<file path="config.mk">
export PLATFORM = sky130hd
export DESIGN_NAME = hbe_front
export DESIGN_NICKNAME = d
export VERILOG_FILES = /design/src/rtl/core/hbe_pkg.sv /design/src/rtl/core/hbe_front.sv
export SDC_FILE = /design/constraint.sdc
export NUM_CORES = 1
export LEC_CHECK = 0
export BUFFER_PORTS_ARGS = -buffer_cell sky130_fd_sc_hd__buf_2
export CAP_MARGIN = 20
export CORE_MARGIN = 3
export CORE_UTILIZATION = 35
export CTS_BUF_LIST = sky130_fd_sc_hd__clkbuf_8
export CTS_CLUSTER_SIZE = 28
export DETAILED_ROUTE_END_ITERATION = 6
export HOLD_SLACK_MARGIN = 0.05
export PLACE_DENSITY_LB_ADDON = 0.15
export RECOVER_POWER = 25
export SYNTH_ARGS = -nofsm -noshare
export SYNTH_HDL_FRONTEND = slang
export SYNTH_SLANG_ARGS = --single-unit
export TNS_END_PERCENT = 100
</file>
<file path="constraint.sdc">
create_clock -name i_clk -period 10.8 [get_ports i_clk]
set_input_delay 2.16 -clock i_clk [delete_from_list [all_inputs] [get_ports i_clk]]
set_output_delay 2.16 -clock i_clk [all_outputs]
set_load 0.03 [all_outputs]
</file>
<file path="src/rtl/core/hbe_pkg.sv">
// hbe_pkg: shared types and constants for the huffman byte encoder
// no dependencies; imported by every module of the encoder

package hbe_pkg;

    localparam int CMD_W    = 2;
    localparam int SYM_W    = 8;
    localparam int CODE_W   = 64;
    localparam int LEN_W    = 7;
    localparam int BYTE_W   = 8;
    localparam int PAD_W    = 3;

    localparam int MAX_CODE_LENGTH_DEF = 64;
    localparam int SYMBOL_COUNT        = 256;
    localparam int CMDQ_DEPTH          = 4;
    localparam int OUTQ_DEPTH          = 16;

    localparam logic [CMD_W-1:0] CMD_LOAD   = 2'd0;
    localparam logic [CMD_W-1:0] CMD_ENCODE = 2'd1;
    localparam logic [CMD_W-1:0] CMD_END    = 2'd2;
    localparam logic [CMD_W-1:0] CMD_NONE   = 2'd3;

    typedef struct packed {
        logic [CMD_W-1:0]  cmd;
        logic [SYM_W-1:0]  sym;
        logic [CODE_W-1:0] code;
        logic [LEN_W-1:0]  len;
        logic              esc;
    } t_cmd_item;

    typedef struct packed {
        logic [BYTE_W-1:0] out_byte;
        logic              last_of_run;
        logic [PAD_W-1:0]  pad_count;
    } t_out_item;

endpackage

</file>
<file path="src/rtl/core/hbe_front.sv">
// hbe_front: accepts input transactions, drops unused commands, clamps code
// lengths and holds them in a short command queue; depends on hbe_pkg

module hbe_front #(
    parameter int MAX_CODE_LENGTH = hbe_pkg::MAX_CODE_LENGTH_DEF
) (
    input  logic                        i_clk,
    input  logic                        i_rst_n,
    input  logic                        i_push,
    output logic                        o_full,
    input  logic [hbe_pkg::CMD_W-1:0]   i_command,
    input  logic [hbe_pkg::SYM_W-1:0]   i_symbol,
    input  logic [hbe_pkg::CODE_W-1:0]  i_code_word,
    input  logic [hbe_pkg::LEN_W-1:0]   i_code_length,
    input  logic                        i_escape_flag,
    output logic                        o_valid,
    output hbe_pkg::t_cmd_item          o_item,
    input  logic                        i_take
);
    import hbe_pkg::*;

    localparam int PTR_W = $clog2(CMDQ_DEPTH);
    localparam int CNT_W = $clog2(CMDQ_DEPTH + 1);

    t_cmd_item        r_q [CMDQ_DEPTH];
    logic [PTR_W-1:0] r_wr_ptr, n_wr_ptr;
    logic [PTR_W-1:0] r_rd_ptr, n_rd_ptr;
    logic [CNT_W-1:0] r_count, n_count;
    logic             accept;
    logic             enq;
    logic             deq;
    t_cmd_item        item;

    assign o_full  = (r_count == CNT_W'(CMDQ_DEPTH));
    assign o_valid = (r_count != '0);
    assign o_item  = r_q[r_rd_ptr];
    assign accept  = i_push && !o_full;
    assign enq     = accept && (i_command != CMD_NONE);
    assign deq     = o_valid && i_take;

    always_comb begin
        item.cmd  = i_command;
        item.sym  = i_symbol;
        item.code = i_code_word;
        item.esc  = i_escape_flag;
        if (i_code_length > LEN_W'(MAX_CODE_LENGTH)) begin
            item.len = LEN_W'(MAX_CODE_LENGTH);
        end else begin
            item.len = i_code_length;
        end
    end

    always_comb begin
        n_wr_ptr = r_wr_ptr;
        n_rd_ptr = r_rd_ptr;
        n_count  = r_count;
        if (enq) begin
            n_wr_ptr = (r_wr_ptr == PTR_W'(CMDQ_DEPTH - 1)) ? '0 : r_wr_ptr + 1'b1;
        end
        if (deq) begin
            n_rd_ptr = (r_rd_ptr == PTR_W'(CMDQ_DEPTH - 1)) ? '0 : r_rd_ptr + 1'b1;
        end
        if (enq && !deq) begin
            n_count = r_count + 1'b1;
        end else if (deq && !enq) begin
            n_count = r_count - 1'b1;
        end
    end

    always_ff @(posedge i_clk) begin
        if (!i_rst_n) begin
            r_wr_ptr <= '0;
            r_rd_ptr <= '0;
            r_count  <= '0;
        end else begin
            r_wr_ptr <= n_wr_ptr;
            r_rd_ptr <= n_rd_ptr;
            r_count  <= n_count;
        end
    end

    always_ff @(posedge i_clk) begin
        if (enq) begin
            r_q[r_wr_ptr] <= item;
        end
    end

`ifndef SYNTH
    a_unused_dropped: assert property (@(posedge i_clk) disable iff (!i_rst_n)
        (i_push && !o_full && i_command == CMD_NONE && !deq) |=> r_count == $past(r_count))
        else $error("unused command entered the queue");
`endif

endmodule

</file>
# Word level (Yosys, flattened, before mapping)
# Memory sizes are Yosys's and may differ from the RTL's. A register that Yosys moved wholly into a read port is not among the register bits.
# Cells that the tools add are included.
# totals
register_bits	7
mem_bits_ro	0
ramBits	328
mem_count	1
word_cells	32
out_inout_bits	84
latchBits	0
# classes
muxes	9
magnitude_cmp	1
n_eq_ne	4
multipliers	0
shift	0
add_sub_neg	4
n_div	0
n_reduce_logical	10
bitwise	0
# memory_table
name	depth	width	read_ports	rd_clocked_by_memory_dff	wr	line	rtl
r_q	4	82	1	1	1	hbe_front.sv:25	t_cmd_item r_q [CMDQ_DEPTH];
# ops
op	count
2-bit 2-to-1 mux	4
7-bit greater-than comparator, second input constant	1
7-bit 2-to-1 mux	1
3-bit 2-to-1 mux	2
1-bit logical AND	5
2-bit by 1-bit adder with 2-bit output, second input constant	2
2-bit equality test, second input constant	2
3-bit by 1-bit adder with 3-bit output, second input constant	1
3-bit equality test, second input constant	1
1-bit zero test	3
3-bit nonzero test	1
3-bit by 1-bit subtractor with 3-bit output, second input constant	1
1-bit 2-to-1 mux	2
2-bit != test, second input constant	1
2-bit nonzero test	1

# Longest topological paths before layout
# Gate-level depths: netlist of run 1.
# logic_depth
depth_word	8
depth_mapped	8
mapped_depth_nobuf	8

# Least setup slack after synthesis of run 1
# No wires, ideal clock.
# synth_timing
path_type	in2reg
from	input port i_command[0] (netlist bit)
to	memory r_q[0][0] (netlist bit) (enable)
path_stages	2
setup_time_ns	0.449
required_ns	10.351
slack_ns	5.886
arrival_ns	4.464
n_path_buf	0
cell_sequence	a211oi_4 > and2_1
# synth_via
elab_chain_cells	4
# synth_rtl
element	line	rtl
from (decl)	hbe_front.sv:11	input logic [hbe_pkg::CMD_W-1:0] i_command,
2-bit != test	hbe_front.sv:38	assign enq = accept && (i_command != CMD_NONE);
1-bit logical AND	hbe_front.sv:38	
1-bit 2-to-1 mux	hbe_front.sv:83	if (enq) begin
1-bit 2-to-1 mux (not written as such)	hbe_front.sv:84	r_q[r_wr_ptr] <= item;
to (decl)	hbe_front.sv:25	
# Every way passes these cells.

==> results.txt, run 1 <==
CP Launch Type = flop
Clk_lat worst skew = 0.62 ns
Fmax = 0.1861 GHz
Hold Violations, Final = 0
Worst r2r dst = r_q[0][56]
Detail Route Antenna Nets = 0
Filler Cell Count = 3054
CTS resizes = 0
Yosys top cell area share = 79.11%
Area of the multi-input gates = 2193 um2
DRT Wirelength = 25140 um
Total global routing track utilization = 13.37%
Initial DRT Pass Iterations = 4
Initial DRC Count = 295
Setup Fix Bufs, Post-CTS = 0
DR vias = 5719
VDD IR max = 126.2 uV
Slowest stage delay, CP = 0.86 ns
Initial Utilization = 35.78%
Post-Synthesis Cells = 486
Number of max-cap violations = 0
Most frequent cells in the layout = edfxtp_1 (328), buf_2 (117), mux4_2 (81)
Vias in the first global route = 6395
Largest net degree at the start of global routing = 48
CTS tree = done
Chip width = 194.6 um
CP Class = reg -> out
Ys Warns = 0
Setup TNS = 0 ns
RePlAce Congestion = 0.6703
Register area = 10040 um2
Ports = 170
Wire length per cell = 20.98 um
Die Ht = 194.6 um
RSZ-0062 raised after global routing = false
Crit path depth = 3
Hold Path Class = reg -> reg
Global-route wire length before repair = 38450 um
PwrDens = 237.6 nW/um2
Initial antenna violation count = 1
Number of buffers created by CTS = 56
CP delay by family, top = buffers and inverters
Status = finished, final reports clean
Most common cell after layout, fill and taps aside = edfxtp_1
Seq/Total Area, Yosys = 80.55%
Final setup fails = 0
Area grow syn2layout = 18.19%
DRC viols = 0
Core Box Area = 34800 um2
Hpwl dp = 14780 um
CTS sink count = 337
Synth Cell Area = 12450 um2
Required time worst endpoint = 8.64 ns
GRT overflow = 0
Row cnt = 68
Vias/cell = 4.774
Final min period = 5.374 ns
CP Cell Sequence = buf_4 -> mux4_2 -> buf_2
Clock buffer depth = 3
Worst Path Arrival = 3.21 ns
CTS H-tree lvls = 2
Clock root buffer = clkbuf_8
P_leak = 0.004833 uW
Buf/Inv on CP = 2
Largest fanout on the critical path = 47
Slack of the worst reg-to-reg path = 8.04 ns
Worst R2R Start = r_count[0]
Mean Syn Cell Area = 25.62 um2
Worst Tran Pin Value = 0.9763 ns
Syn Nets = 579
Post-synth top area cell = edfxtp_1
Critical Path End Type = output pin
Hold buffer count at cts = 0
Final Slew Violations = 0
Clock transition at path regs = 0.06 ns
Final period util = 49.76%
Final core occ = 42.29%
Seq cells post-synth = 337
CP max-delay cell = buf_4
Layout Nets = 792
Die Area = 37870 um2
Hold Worst Slack = 0.5019 ns
Share of cells above drive strength 1 = 38.54%
Clock Skew = 0.02131 ns
Port Buffers = 169
Cells on worst reg2reg path = 4
Synth top area cells = edfxtp_1 (79%), mux4_2 (15%), dfxtp_1 (1.4%)
Rel. slew slack = 34.91%
Worst Setup EP = o_item[24]
Netlist cell types = 25
[synthesized netlist by cell type]
master    count
a211oi_4      1
a21boi_0      1
and2_1        5
buf_12        8
buf_2         8
buf_6         1
clkbuf_1      3
dfxtp_1       9
edfxtp_1    328
fa_1          1
ha_1          6
inv_1         4
mux2i_1       3
mux4_1        1
mux4_2       81
nand2_1       6
nand3_1       2
nor2_1        2
nor2b_1       7
nor3b_2       1
o21ai_0       3
o31ai_1       1
or3_1         2
xnor2_1       1
xor2_1        1
[sequential cells by signal, indices dropped and copies added (netlist names), named ones only]
name	flops
r_wr_ptr	2
r_q	328
r_rd_ptr	2
r_count	3
[cell type report]
type | count | share of cell area, %
inverter | 4 | 0.1020
clock inverter | 45 | 2.049
clock buffer | 56 | 5.238
antenna | 1 | 0.01701
timing repair buffer | 175 | 5.612
multi-input combinational | 125 | 14.91
sequential | 337 | 68.21
tap | 455 | 3.869
[worst register-to-register path: stages (launching register included)]
cell and delay (ns):
dfxtp_1 0.45, nor3b_2 0.11, a211oi_4 0.43, and2_4 0.63
buf_4 0.70
[metrics by stage]
step	total power (uW)	worst slack, ns	cells	area, um2
2_1_floorplan	2274	5.886	486	12450
3_3_place_gp	2470	5.887	1096	13710
3_5_place_dp	2487	5.856	1096	13710
4_1_cts	3579	5.158	1197	14780
5_1_grt	3676	5.025	1197	14710
6_report	3497	5.426	1198	14720
[where the power goes]
group	switching, uW	internal (uW)
registers	69.0	1550
clock network	488	580
logic	505	305
[routing by layer]
metal  part of all wire, %  GRT usage (%)  up-vias
li1                      -              -     2511
met1                    42          16.45     2995
met2                    50          22.39      164
met3                   6.3          4.507       47
met4                   2.1          4.309        2
met5                 0.044              0        -
[worst min path at each step]
stage / start / endpoint / slack [ns] / depth (start not counted)
5_1_grt: r_wr_ptr[1] / r_wr_ptr[1] / 0.53 / 2
3_5_place_dp: r_wr_ptr[1] / r_wr_ptr[1] / 0.50 / 2
4_1_cts: r_wr_ptr[1] / r_wr_ptr[1] / 0.51 / 2
6_report: r_wr_ptr[1] / r_wr_ptr[1] / 0.50 / 2
2_1_floorplan: r_wr_ptr[1] / r_wr_ptr[1] / 0.47 / 2
3_3_place_gp: r_wr_ptr[1] / r_wr_ptr[1] / 0.48 / 2
[kinds of logic (layout without fill, tap and decap cells)]
group	Yosys count	count (layout)	synth area share, %
adders and majority gates	7	7	0.7637
other	0	1	0
xor gates and xnor gates	2	2	0.1407
and+or+nand+nor	25	25	1.125
DFF	337	337	80.55
muxes	85	85	15.10
AOI/OAI and AO/OA	6	6	0.4020
buffers and inverters	24	280	1.909
No activity file was read; power rests on OpenSTA's default activity.
==> inputs of run 2 (changes only) <==
- clock period: 10.8 -> 5.19 ns (I/O delays scaled with it)
==> run 2 against run 1 <==
Clock power grew 92%. Flip-flop and latch count stayed put. Clock skew is 0.0035 ns lower. Largest cell class unchanged. Largest power group unchanged.
==> results.txt, run 2 (synthesized netlist as in run 1, its figures left out) <==
Sw Pwr = 2182 uW (was 1063 uW)
CTS sink count = 337 (unchanged)
Design Power = 7120 uW (was 3497 uW)
Initial Utilization = 35.78% (unchanged)
Worst Path Arrival = 2.73 ns (was 3.21 ns)
DRC viols = 0 (unchanged)
Wire length on met1 = 10350 um (was 10460 um)
P_int = 4937 uW (was 2434 uW)
Clock buffer depth = 3 (unchanged)
Switching share of total power = 30.65% (was 30.40%)
Worst Tran Pin Value = 1.023 ns (was 0.9763 ns)
Met3 WL = 1578 um (was 1593 um)
DRT Wirelength = 24920 um (was 25140 um)
CP max-delay cell = dfxtp_4 (was buf_4)
Vias in the first global route = 6429 (was 6395)
Slack of the worst reg-to-reg path = 2.64 ns (was 8.04 ns)
Final setup fails = 0 (unchanged)
Final min period = 3.764 ns
Wire length per cell = 20.70 um (was 20.98 um)
Final Slew Violations = 0 (unchanged)
Hold Path Origin = r_wr_ptr[1] (unchanged)
Final core occ = 42.28% (was 42.29%)
VDD IR max = 238.4 uV (was 126.2 uV)
Buf/Inv on CP = 2 (unchanged)
Row cnt = 68 (unchanged)
RSZ-0062 raised after global routing = false (unchanged)
Worst R2R Start = r_count[0] (unchanged)
Hold endpoint = r_wr_ptr[1] (unchanged)
Port Buffers = 169 (unchanged)
Setup Fix Bufs, Post-CTS = 0 (unchanged)
CP delay by family, top = flip-flops (was buffers and inverters)
Rel. slew slack = 31.82% (was 34.91%)
Global-route wire length before repair = 38070 um (was 38450 um)
DR top layer = met5 (unchanged)
Clk_lat worst skew = 0.59 ns (was 0.62 ns)
Vias/cell = 4.788 (was 4.774)
RePlAce Congestion = 0.6670 (was 0.6703)
Largest fanout on the critical path = 49 (was 47)
Slowest stage delay, CP = 0.82 ns (was 0.86 ns)
Combinational Power Share = 24.2% (was 23.2%)
Critical Path End Type = output pin (unchanged)
Hold buffer count at cts = 0 (unchanged)
Initial DRT Pass Iterations = 4 (unchanged)
Reg with most FFs = r_q (unchanged)
Clock Skew = 0.01782 ns (was 0.02131 ns)
Number of flip-flops in the largest register = 328 (unchanged)
Initial antenna violation count = 2 (was 1)
Required time worst endpoint = 4.15 ns (was 8.64 ns)
CP Class = reg -> out (unchanged)
Die Area = 37870 um2 (unchanged)
Hold Worst Slack = 0.4998 ns (was 0.5019 ns)
CTS H-tree lvls = 2 (unchanged)
Chip width = 194.6 um (unchanged)
PwrDens = 483.9 nW/um2 (was 237.6 nW/um2)
GRT overflow = 0 (unchanged)
Final period util = 72.53%
Area grow syn2layout = 18.18% (was 18.19%)
Clock network power share = 28.7% (was 30.6%)
Hold Violations, Final = 0 (unchanged)
Core Box Area = 34800 um2 (unchanged)
Layout Nets = 796 (was 792)
Total global routing track utilization = 13.11% (was 13.37%)
Share of total power in sequential cells = 47.1% (was 46.2%)
Clock transition at path regs = 0.06 ns (about the same)
Cells on worst reg2reg path = 4 (unchanged)
CP Cell Sequence = buf_12 -> mux4_1 -> buf_2 (was buf_4 -> mux4_2 -> buf_2)
Ports = 170 (unchanged)
Hpwl dp = 14740 um (was 14780 um)
Crit path depth = 3 (unchanged)
Most frequent cells in the layout = edfxtp_1 (328), buf_2 (117), mux4_2 (81) (unchanged)
Hold path cells = 2 (unchanged)
Status = finished, final reports clean (unchanged)
DR vias = 5765 (was 5719)
CTS tree = done (unchanged)
Setup TNS = 0 ns (unchanged)
Top flop regs = r_q x328, r_count x3 (unchanged)
CP Launch Type = flop (unchanged)
Number of buffers created by CTS = 56 (unchanged)
Initial DRC Count = 293 (was 295)
Largest net degree at the start of global routing = 61 (was 48)
Most common cell after layout, fill and taps aside = edfxtp_1 (unchanged)
Metal2 WL = 12240 um (was 12540 um)
Die Ht = 194.6 um (unchanged)
Detail Route Antenna Nets = 0 (unchanged)
P_leak = 0.004844 uW (was 0.004833 uW)
Number of max-cap violations = 0 (unchanged)
CTS resizes = 0 (unchanged)
Hold Path Class = reg -> reg (unchanged)
Clock root buffer = clkbuf_8 (unchanged)
Fmax = 0.2656 GHz
Share of cells above drive strength 1 = 37.43% (was 38.54%)
Worst r2r dst = r_q[1][28] (was r_q[0][56])
[run 2: changes by cell type in the layout (fill, tap and decap cells not counted), moves of 2 or more]
| cell | previous run | this run |
|---|---|---|
| buf_12 | 0 | 2 |
| clkinv_2 | 11 | 4 |
| inv_1 | 19 | 27 |
| bufinv_16 | 4 | 1 |
| clkinv_1 | 12 | 16 |
[run 2: area by class of cell]
type / count / area, um2
antenna: 1 / 2.502
multi-input combinational: 125 / 2193
inverter: 4 / 15.01
timing repair buffer: 179 / 900.9
clock inverter: 46 / 211.5
clock buffer: 57 / 784.5
sequential: 337 / 10040
fill: 3075 / 20080
tap: 455 / 569.3
[run 2: power groups by stage]
stage / clock [uW] / combinational [uW] / sequential (uW)
detailed placement: 0 / 1770 / 3420
global route: 2270 / 1840 / 3380
finish: 2050 / 1720 / 3350
floorplan: 0 / 1400 / 3330
CTS: 2140 / 1780 / 3360
global placement: 0 / 1730 / 3430
[run 2: routing by layer]
metal | track usage, % | up-vias
met2 | 21.58 | 166
li1 | - | 2516
met3 | 3.883 | 64
met1 | 16.51 | 3015
met4 | 4.920 | 4
met5 | 0 | -
[run 2: metrics by stage]
step           worst slack, ns  std cells  cell area, um2
3_5_place_dp             1.913       1100           13780
3_3_place_gp             1.936       1099           13750
4_1_cts                  1.248       1203           14780
6_report                 1.426       1204           14710
5_1_grt                  1.121       1203           14710
2_1_floorplan            1.398        486           12450
[run 2: worst max-delay path by stage]
stage / endpoint / slack, ns
after global placement: o_item[65] / 1.94
after floorplan: r_q[0][0] / 1.40
after global routing: o_item[65] / 1.12
after CTS: o_item[65] / 1.25
final: o_item[65] / 1.43
after detailed placement: o_item[65] / 1.91
[run 2: worst reg2reg max path: cells and delay by family (launching register included)]
family,cells,cell delay [ns]
AND/OR/NAND/NOR,2,1.01
buffers and inverters,1,0.39
AO/OA/AOI/OAI,1,0.41
flip-flops,1,0.44
==> inputs of run 3 (changes only) <==
- clock period: 5.19 -> 3.6 ns (I/O delays scaled with it)
==> run 3 against run 2 <==
Register-to-register slack got worse by 1.6 ns. Global-route usage increased by 0.37 points. Routed wire length increased by 2.1%. Total power increased by 46%. Combinational power increased by 49%. Cell area increased by 0.62%. Worst setup slack got worse by 0.87 ns. Sequential power increased by 43%. Via count increased by 0.64%. Core utilization increased by 0.26 points. Highest routed layer unchanged.
==> results.txt, run 3 (synthesized netlist as in run 1, its figures left out) <==
CP Launch Type = flop (unchanged)
Buf/Inv on CP = 2 (unchanged)
P_leak = 0.004869 uW (was 0.004844 uW)
Initial DRC Count = 353 (was 293)
Initial Utilization = 35.78% (unchanged)
RePlAce Congestion = 0.6692 (was 0.6670)
Largest fanout on the critical path = 34 (was 49)
CP delay by family, top = flip-flops (unchanged)
DR top layer = met5 (unchanged)
Share of cells above drive strength 1 = 38.08% (was 37.43%)
Hold buffer count at cts = 0 (unchanged)
CTS tree = done (unchanged)
DRT Wirelength = 25450 um (was 24920 um)
Clock root buffer = clkbuf_8 (unchanged)
Final min period = 3.047 ns
Hold Violations, Final = 0 (unchanged)
Core Box Area = 34800 um2 (unchanged)
Hold Worst Slack = 0.3714 ns (was 0.4998 ns)
Row cnt = 68 (unchanged)
Initial antenna violation count = 3 (was 2)
Port Buffers = 169 (unchanged)
Metal2 WL = 12320 um (was 12240 um)
DR vias = 5802 (was 5765)
Required time worst endpoint = 2.88 ns (was 4.15 ns)
Met3 WL = 1577 um (was 1578 um)
Top flop regs = r_q x328, r_count x3 (unchanged)
Number of flip-flops in the largest register = 328 (unchanged)
Critical Path End Type = output pin (unchanged)
Largest net degree at the start of global routing = 39 (was 61)
Final core occ = 42.55% (was 42.28%)
Rel. slew slack = 53.55% (was 31.82%)
Clock Skew = 0.02010 ns (was 0.01782 ns)
Number of buffers created by CTS = 55 (was 56)
Layout Nets = 799 (was 796)
Final Slew Violations = 0 (unchanged)
Final period util = 84.63%
CP max-delay cell = dfxtp_4 (unchanged)
CP Cell Sequence = buf_12 -> mux4_2 -> buf_2 (was buf_12 -> mux4_1 -> buf_2)
Setup TNS = 0 ns (unchanged)
Initial DRT Pass Iterations = 4 (unchanged)
CTS sink count = 337 (unchanged)
GRT overflow = 0 (unchanged)
Fmax = 0.3282 GHz
PwrDens = 703.0 nW/um2 (was 483.9 nW/um2)
Number of max-cap violations = 0 (unchanged)
Most common cell after layout, fill and taps aside = edfxtp_1 (unchanged)
Hpwl dp = 15670 um (was 14740 um)
Reg with most FFs = r_q (unchanged)
Final setup fails = 0 (unchanged)
ANT cells = 0 (was 1)
Status = finished, final reports clean (unchanged)
VDD IR max = 345.1 uV (was 238.4 uV)
Total global routing track utilization = 13.48% (was 13.11%)
Clock buffer depth = 3 (unchanged)
Die Area = 37870 um2 (unchanged)
Most frequent cells in the layout = edfxtp_1 (328), buf_2 (115), mux4_2 (81) (was edfxtp_1 (328), buf_2 (117), mux4_2 (81))
Vias/cell = 4.811 (was 4.788)
Hold Path Origin = i_symbol[4] (was r_wr_ptr[1])
Worst Path Arrival = 2.33 ns (was 2.73 ns)
RSZ-0062 raised after global routing = false (unchanged)
Global-route wire length before repair = 39140 um (was 38070 um)
Ports = 170 (unchanged)
Slowest stage delay, CP = 0.60 ns (was 0.82 ns)
Vias in the first global route = 6524 (was 6429)
Wire length per cell = 21.11 um (was 20.70 um)
Pre-CTS setup slack = 0.7448 ns (was 1.913 ns)
Worst R2R Start = r_count[0] (unchanged)
Wire length on met1 = 10910 um (was 10350 um)
Setup Fix Bufs, Post-CTS = 0 (unchanged)
CTS H-tree lvls = 2 (unchanged)
Hold Path Class = in -> reg (was reg -> reg)
Area grow syn2layout = 18.91% (was 18.18%)
Clock transition at path regs = 0.06 ns (about the same)
DRC viols = 0 (unchanged)
Worst Tran Pin Value = 0.6908 ns (was 1.023 ns)
Chip width = 194.6 um (unchanged)
Clk_lat worst skew = 0.58 ns (was 0.59 ns)
Fin worst setup slack = 0.5532 ns (was 1.426 ns)
Die Ht = 194.6 um (unchanged)
CTS resizes = 0 (unchanged)
CP Class = reg -> out (unchanged)
Detail Route Antenna Nets = 0 (unchanged)
-- run 3: changes by cell type in the layout (fill, tap and decap cells not counted), sizes merged --
| cell | previous run | this run |
|---|---|---|
| inv | 27 | 21 |
| clkinv | 20 | 25 |
| buf | 127 | 129 |
| clkbuf | 109 | 111 |
| bufinv | 1 | 2 |
| clkinvlp | 2 | 1 |
| diode | 1 | 0 |
-- run 3: final cells by class --
type	count	area, um2
Fill cell	3078	19990
Multi-Input combinational cell	125	2193
Tap cell	455	569.3
Clock buffer	57	784.5
Clock inverter	45	235.2
Timing Repair Buffer	183	970.9
Inverter	4	15.01
Sequential cell	337	10040
-- run 3: routing by layer --
metal,track usage (%),vias up
met3,3.987,56
met4,4.601,6
met2,21.40,170
li1,-,2530
met5,0,-
met1,17.90,3040
-- run 3: worst paths after layout --
kind / end / slack (ns) / cells past startpoint
worst max-delay path: o_item[61] / 0.55 / 3
worst min-delay path: r_q[2][76] / 0.37 / 1
worst min register to register: flop / 0.52 / 2
worst max register to register: r_count[2] / 1.03 / 7
-- run 3: stage by stage --
step           cell area [um2]  total power, uW  std cells
2_1_floorplan            12450             6822        486
5_1_grt                  14810            10930       1206
6_report                 14810            10410       1206
4_1_cts                  14870            10640       1206
3_5_place_dp             13850             7540       1104
3_3_place_gp             13850             7485       1104
-- run 3: power breakdown --
part	total, uW	internal, uW	leakage (uW)	switching, uW
clock network	3040	1610	0.000587	1430
registers	4800	4640	0.00307	161
logic	2570	974	0.00121	1590
total	10400	7220	0.00487	3190
